`config.mk`:
```
export PLATFORM = sky130hd
export DESIGN_NAME = lrukfr_ram
export DESIGN_NICKNAME = d
export VERILOG_FILES = /design/src/rtl/lrukfr_ram.sv
export SDC_FILE = /design/constraint.sdc
export NUM_CORES = 1
export LEC_CHECK = 0
export CORE_MARGIN = 3
export CORE_UTILIZATION = 55
export CTS_BUF_LIST = sky130_fd_sc_hd__clkbuf_4
export CTS_CLUSTER_DIAMETER = 60
export DETAILED_ROUTE_END_ITERATION = 6
export DONT_BUFFER_PORTS = 1
export PLACE_DENSITY = 0.73
export SLEW_MARGIN = 25
export SYNTH_ARGS = -nofsm -noshare
export SYNTH_HDL_FRONTEND = slang
export SYNTH_SLANG_ARGS = --single-unit
```
`constraint.sdc`:
```
create_clock -name clock -period 1.9 [get_ports clock]
set_input_delay 0.095 -clock clock [delete_from_list [all_inputs] [get_ports clock]]
set_output_delay 0.095 -clock clock [all_outputs]
set_load 0.005 [all_outputs]
```
`src/rtl/lrukfr_ram.sv`:
```
// Generic single write port, single read port RAM with registered read data.
`timescale 1ns / 1ps

module lrukfr_ram #(
   parameter int WIDTH = 8,
   parameter int DEPTH = 64,
   localparam int AW = (DEPTH > 1) ? $clog2(DEPTH) : 1
) (
   input  logic             clock,
   input  logic             we,
   input  logic [AW-1:0]    waddr,
   input  logic [WIDTH-1:0] wdata,
   input  logic [AW-1:0]    raddr,
   output logic [WIDTH-1:0] rdata
);

   logic [WIDTH-1:0] mem_ff [DEPTH];
   logic [WIDTH-1:0] rdata_ff;

   always_ff @(posedge clock) begin
      if (we) begin
         mem_ff[waddr] <= wdata;
      end
      rdata_ff <= mem_ff[raddr];
   end

   assign rdata = rdata_ff;

endmodule

```
---- After elaboration in Yosys (flattened, before gate mapping) ----
Memories as Yosys holds them, arrays and structs flattened. A register that Yosys moved wholly into a read port is not among the register bits.
Index checks and enable logic that the tools add are counted.
cells by class
  muxes and demuxes ....................... 2
operators with widths
  operator           count
  two-way mux 1 bit  2
word-level totals
  output and inout port bits .............. 8
  bits in writable memories ............... 512
  input port bits ......................... 22
  memories ................................ 1
  word-level logic and storage cells ...... 3
  bits in registers ....................... 0
memories
  memory  words  width  read ports  clocked after Yosys merged registers in  write ports  line  RTL
  mem_ff  64     8      1           1                                        1            17    logic [WIDTH-1:0] mem_ff [DEPTH];

---- Logic depth before layout (Yosys ltp) ----
Gate-level depths: netlist of the first run.
  word-level depth ........................ 2
  depth in mapped cells ................... 9
  depth with buffers taken out ............ 5

---- Worst setup path after synthesis of the first run ----
Ideal clock, no wire load.
  kind .................................... input to register
  start point ............................. in raddr[1]
  end point ............................... reg rdata_ff[3] (netlist: rdata[3]) (read register of mem_ff)
  data arrival time ....................... 1.635 ns
  path buffers ............................ 3
  path slack .............................. 0.137 ns
  stages .................................. 7
  setup time .............................. 0.128 ns
  data required time ...................... 1.772 ns
  cell sequence ........................... buf_4 buf_2 buf_2 mux4_2 mux4_2 o21ai_1 o41ai_1
RTL lines
  element      line  RTL
  from (decl)  13    input logic [AW-1:0] raddr,
  to (decl)    18    logic [WIDTH-1:0] rdata_ff;

==> results of run 1 <==
## final cells by class
class | count | share of cell area (%)
Multi-Input combinational cell | 369 | 18.81
Sequential cell | 520 | 66.57
Tap cell | 461 | 2.472
Timing Repair Buffer | 120 | 4.847
Antenna cell | 3 | 0.03217
Clock buffer | 191 | 6.144
Clock inverter | 29 | 1.131
## repair_timing
action                                   CTS  global route
endpoints found under the setup margin     5            12
resized for setup                          9             6
endpoints found under the hold margin   1032             8
cloned                                     0             0
pin swaps                                  1             5
## stage by stage
step | area, µm² | hold slack, ns | util [%] | TNS [ns] | instances
finish | 23340 | -0.6031 | 65.14 | -0.08600 | 1693
global route | 23330 | -0.6618 | 65.13 | -0.09675 | 1692
CTS | 23300 | -0.6613 | 65.04 | -0.04830 | 1690
detailed placement | 21120 | 0.1999 | 58.94 | -1.116 | 1442
global placement | 21120 | 0.2017 | 58.94 | -1.107 | 1442
floorplan | 20170 | 0.1939 | - | 0 | 940
## logic make-up after synthesis
| group | Yosys count | synth area share [%] |
|---|---|---|
| muxes | 162 | 15.94 |
| and+or+nand+nor | 153 | 3.387 |
| DFF | 520 | 77.03 |
| buffers and inverters | 51 | 1.570 |
| AOI/OAI and AO/OA | 54 | 2.072 |
## final timing paths
check	startpoint	slack, ns	to	cells past startpoint
worst min register to register	mem_ff[23][1]	0.87	rdata[1]	4
worst min-delay path	raddr[5]	-0.60	rdata[5]	1
worst max-delay path	mem_ff[28][4]	-0.09	rdata[4]	5
worst max register to register	mem_ff[28][4]	-0.09	rdata[4]	5
## power by group
part           switching (mW)  internal [mW]
combinational           0.528          0.488
sequential             0.0476           12.7
clock                    4.29           5.16
## sequential cells by signal, indices dropped and copies added, names as in the netlist
register and flops:
rdata 8, mem_ff 512
## cells in the final DEF, fill, tap and decap left out, types with 3 or more instances in the layout
cell           instances
clkbuf_4             191
o2111ai_1              3
dlygate4sd3_1         18
mux2i_1               23
nand3_1               13
nor2b_1               13
nor2_1                82
a21oi_1                3
clkinv_4               6
mux2_2                12
nand2b_1               7
o22ai_1                8
nor3_1                 5
buf_16                 8
o2bb2ai_1              3
a211oi_1               4
a22oi_1                3
bufinv_16              4
clkinvlp_4             5
a221oi_1               4
mux4_2               126
nand2_1               19
dfxtp_1                8
edfxtp_1             512
diode_2                3
buf_4                 92
o221ai_1               8
nand3b_1               3
clkinv_1              13
## routing by layer
| layer | up-vias | track usage (%) | share of wire (%) |
|---|---|---|---|
| met2 | 511 | 36.76 | 50 |
| met5 | - | 0 | 0 |
| met4 | 0 | 10.45 | 2.9 |
| met1 | 5265 | 31.75 | 38 |
| met3 | 82 | 6.840 | 9.4 |
| li1 | 4422 | - | - |
## critical path: stages, from the launching register on
cell and delay, ns:
edfxtp_1 0.37, mux4_2 0.48, mux2_4 0.28, o221a_4 0.28
nor3_4 0.28, o32ai_1 0.14
==> flow_summary.yaml, run 1 <==
synthesis:
  syn_inst: 940
  yosys-top-cells-area: "edfxtp_1 (76%), mux4_2 (14%), nor2_1 (1.5%), mux2i_1 (1.1%), dfxtp_1 (0.79%)"
  synth_ff_type: "edfxtp_1"
  synth_cell_types: 40
  ys_seq_area_share_pct: 77.03
  synth_edf_count: 512
  syn_nets: 962
  postSynthAreaPerCell_um2: 21.45
  synth_warnings: 0
  netlist_area_um2: 20170
  synthTopCellsByCount: "edfxtp_1 (512), mux4_2 (126), nor2_1 (83)"
  synth_area_leader_cell: "edfxtp_1"
  synth_top_area_share_pct: 76.24
  synth-seq-cells: 520
  synth.most_common_cell: "edfxtp_1"
  ys_async_sr_fraction_pct: 0
cells_and_area:
  fin_nets: 1164
  syn2layout_area_growth_pct: 15.72
  fill_cells: 2308
  ff_latch_area_um2: 15530
  multi_input_area_um2: 4389
  layout-drive-gt1-share_pct: 37.27
outcome:
  outcome: "finished, violations left"
  failed_checks: "negative hold slack, negative setup slack"
clock_tree:
  post_cts_buffers: 0
  cts-hold-fix-buffers: 28
  clk_path_buf_depth: 3
  cts_sinks: 520
  htreeDepth: 4
  root_buffer: "clkbuf_4"
  clk_pin_slew_worst_paths_ns: 0.07
  clk_latency_ns: 0.83
  cts_tree: "built"
  numCtsBuffers: 131
timing:
  slew_headroom_pct: 61.15
  fin_skew_ns: 0.06142
  final_max_slew_viol_count: 0
  post-route-period-util_pct: 104.5
  hold-worst-slack_ns: -0.6031
  rsz0062_at_grt: "true"
  setup_viol: 1
  fmax_ghz: 0.5035
  final.setup.worst_slack_ns: -0.08600
  finalHoldViolCount: 8
  tightest_slew_ns: 0.5827
  min_period_ns: 1.986
global_route:
  grt_pass1_wl_um: 66520
  grt_max_degree: 138
  grt_util_all_layers_pct: 23.64
  grt_remaining_overflow: 0
  antenna_found_initial: 2
  grt_pass1_vias: 10831
floorplanning:
  fp.dieH_um: 197.5
  die-area_um2: 39000
  die_x_um: 197.5
  io_pins: 30
  initial_core_util_pct: 56.29
  rows: 69
  core_area_um2: 35830
routing:
  dr.pass1.iters: 5
  route.detailed.drc: 0
  first_iter_violations: 1104
  wl_per_cell_um: 26.12
  antenna_left: 0
  via_count: 10280
  drt-total-wl_um: 44220
  viasPerCell: 6.072
place:
  place.gp.congestion: 0.8140
  port_buffers: 0
  hpwl_um: 24690
  dp_slack_ns: -0.3770
run:
  max_cap_violations: 0
power_and_ir_drop:
  p_leak_nw: 7.640
  vdd_drop_max_mv: 0.5661
  power_mw: 23.20
  p_per_area_nw_per_um2: 994.2
worst_setup_path:
  end_kind: "flip-flop"
  criticalPathCategory: "flip-flop to flip-flop"
  cp_max_fo: 1
  worstPathRequired_ns: 2.59
  cp-start-kind: "flip-flop"
  cp_data_arrival_time_ns: 2.67
worst_hold_path:
  hold_path.class: "input port to flip-flop"
Power figures use the tool's default switching activity.
==> run 2: changes to the inputs <==
Settings changed: PLACE_DENSITY 0.73 to 0.7.
Clock period 1.9 ns to 1.98 ns, I/O delays scaled along.
==> run 2 against run 1 <==
  * The flow finishes with violations (negative hold slack)
  * Utilization is 0.75 points lower
  * Die area stayed put
  * Sequential share of layout area is 0.78 points higher
  * Worst hold slack better by 0.028 ns
  * Worst setup slack better by 0.14 ns
  * Via count is 0.11% lower
  * Maximum frequency is 3.1% higher
  * Global-route usage is 0.23 points lower
  * Final area is 1.2% lower
  * Register-to-register slack better by 0.14 ns
  * Total power is 8.3% lower
  * Non-clock buffer count is 5 lower
==> flow_summary.yaml, run 2 (synthesized netlist as in run 1, its figures left out) <==
clock_tree:
  clk_latency_ns: 0.79
  htreeDepth: 3
  cts-hold-fix-buffers: 30
  root_buffer: "clkbuf_4"
  clk_pin_slew_worst_paths_ns: 0.06
  clk_path_buf_depth: 3
  numCtsBuffers: 121
  cts_tree: "built"
  cts_sinks: 520
routing:
  wl_per_cell_um: 26.00
  route.detailed.drc: 0
  dr.pass1.iters: 5
  viasPerCell: 6.084
  via_count: 10269
  first_iter_violations: 983
  drt-total-wl_um: 43880
  antenna_left: 0
place:
  placedInstanceArea_um2: 21070
  port_buffers: 0
  hpwl_um: 24230
  place.gp.congestion: 0.8193
  dp_slack_ns: -0.2096
outcome:
  failed_checks: "negative hold slack"
  outcome: "finished, violations left"
worst_setup_path:
  criticalPathCategory: "flip-flop to flip-flop"
  cp_data_arrival_time_ns: 2.60
  end_kind: "flip-flop"
  regToRegSetupSlack_ns: 0.05
  cp-start-kind: "flip-flop"
  rr_worst_depth: 5
  crit_start: "mem_ff[25][6]"
  worstPathRequired_ns: 2.66
  critPathCapture: "rdata[6]"
  r2r-start: "mem_ff[25][6]"
  r2r_end: "rdata[6]"
  cp_max_fo: 1
cells_and_area:
  fill_cells: 2411
  layout_commonest_cell: "edfxtp_1"
  final_cell_mix: "edfxtp_1 (512), clkbuf_4 (177), mux4_2 (126)"
  multi_input_area_um2: 4352
  largest_register_ffs: 512
  stdcell_area_um2: 23070
  regMostFlops: "mem_ff"
  syn2layout_area_growth_pct: 14.38
  ff_latch_area_um2: 15530
  finish.utilization_pct: 64.38
  fin_nets: 1149
  layout-drive-gt1-share_pct: 34.61
worst_hold_path:
  worstHoldPathCells: 1
  hold_path.class: "input port to flip-flop"
floorplanning:
  rows: 69
  fp.dieH_um: 197.5
  die-area_um2: 39000
  io_pins: 30
  core_area_um2: 35830
  initial_core_util_pct: 56.29
  die_x_um: 197.5
timing:
  post-route-period-util_pct: 97.30
  setup_viol: 0
  rsz0062_at_grt: "false"
  tightest_slew_ns: 0.6081
  fin_skew_ns: 0.03701
  finalHoldViolCount: 8
  fmax_ghz: 0.5191
  tns_ns: 0
  final_max_slew_viol_count: 0
  min_period_ns: 1.926
  hold-worst-slack_ns: -0.5752
  slew_headroom_pct: 59.36
  final.setup.worst_slack_ns: 0.05352
global_route:
  grt_pass1_wl_um: 66350
  grt_remaining_overflow: 0
  grt_max_degree: 138
  grt_pass1_vias: 10672
  antenna_found_initial: 2
  grt_util_all_layers_pct: 23.41
power_and_ir_drop:
  p_leak_nw: 7.514
  p_per_area_nw_per_um2: 922.3
  vdd_drop_max_mv: 0.4216
run:
  max_cap_violations: 0
[run 2: changes by cell type in the layout (fill, tap and decap cells not counted), moves of 5 or more]
cell	change
clkinv_1	+24
clkbuf_4	-14
buf_4	-7
clkinv_4	-6
clkinvlp_4	-5
[run 2: worst max-delay path, stage by stage (launching register included)]
cell      delay [ns]
edfxtp_1        0.37
mux4_2          0.47
mux2_2          0.28
o221a_2         0.31
nor3_4          0.28
o32ai_1         0.12
[run 2: where the power goes]
group / switching [mW] / internal (mW) / leakage, nW
logic: 0.505 / 0.458 / 1.94
registers: 0.0463 / 12.2 / 4.67
clock network: 4.00 / 4.09 / 0.900
[run 2: cell type report]
class	count	area share [%]
multi-input combinational	369	18.87
antenna	2	0.02170
timing repair buffer	115	4.762
clock inverter	44	0.7431
sequential	520	67.35
clock buffer	177	5.760
tap	461	2.501
[run 2: worst min path at each step]
| stage | startpoint | end | slack [ns] |
|---|---|---|---|
| after floorplan | wdata[0] | mem_ff[0][0] | 0.20 |
| after global routing | raddr[5] | rdata[4] | -0.62 |
| after CTS | raddr[5] | rdata[3] | -0.65 |
| after global placement | wdata[7] | mem_ff[21][7] | 0.20 |
| final | raddr[5] | rdata[3] | -0.58 |
| after detailed placement | wdata[7] | mem_ff[21][7] | 0.20 |
[run 2: timing repair]
| action | CTS | global route |
|---|---|---|
| hold endpoints to repair | 1032 | 8 |
| buffers inserted | 0 | 0 |
| endpoints found under the setup margin | 3 | 3 |
| cloned | 0 | 0 |
| gates resized for setup | 5 | 3 |
[run 2: metal layers]
layer / vias to the layer above / GRT usage (%) / share of wire (%)
met2: 502 / 34.33 / 47
met3: 68 / 6.754 / 10
met1: 5301 / 34.20 / 41
met5: - / 0 / 0
li1: 4398 / - / -
met4: 0 / 8.791 / 2.6
[run 2: through the flow]
step | instances | power (mW) | hold WS [ns]
2_1_floorplan | 940 | 13.09 | 0.1979
3_3_place_gp | 1435 | 13.10 | 0.2025
3_5_place_dp | 1435 | 13.11 | 0.2022
4_1_cts | 1686 | 21.51 | -0.6548
5_1_grt | 1688 | 22.18 | -0.6245
6_report | 1688 | 21.27 | -0.5752
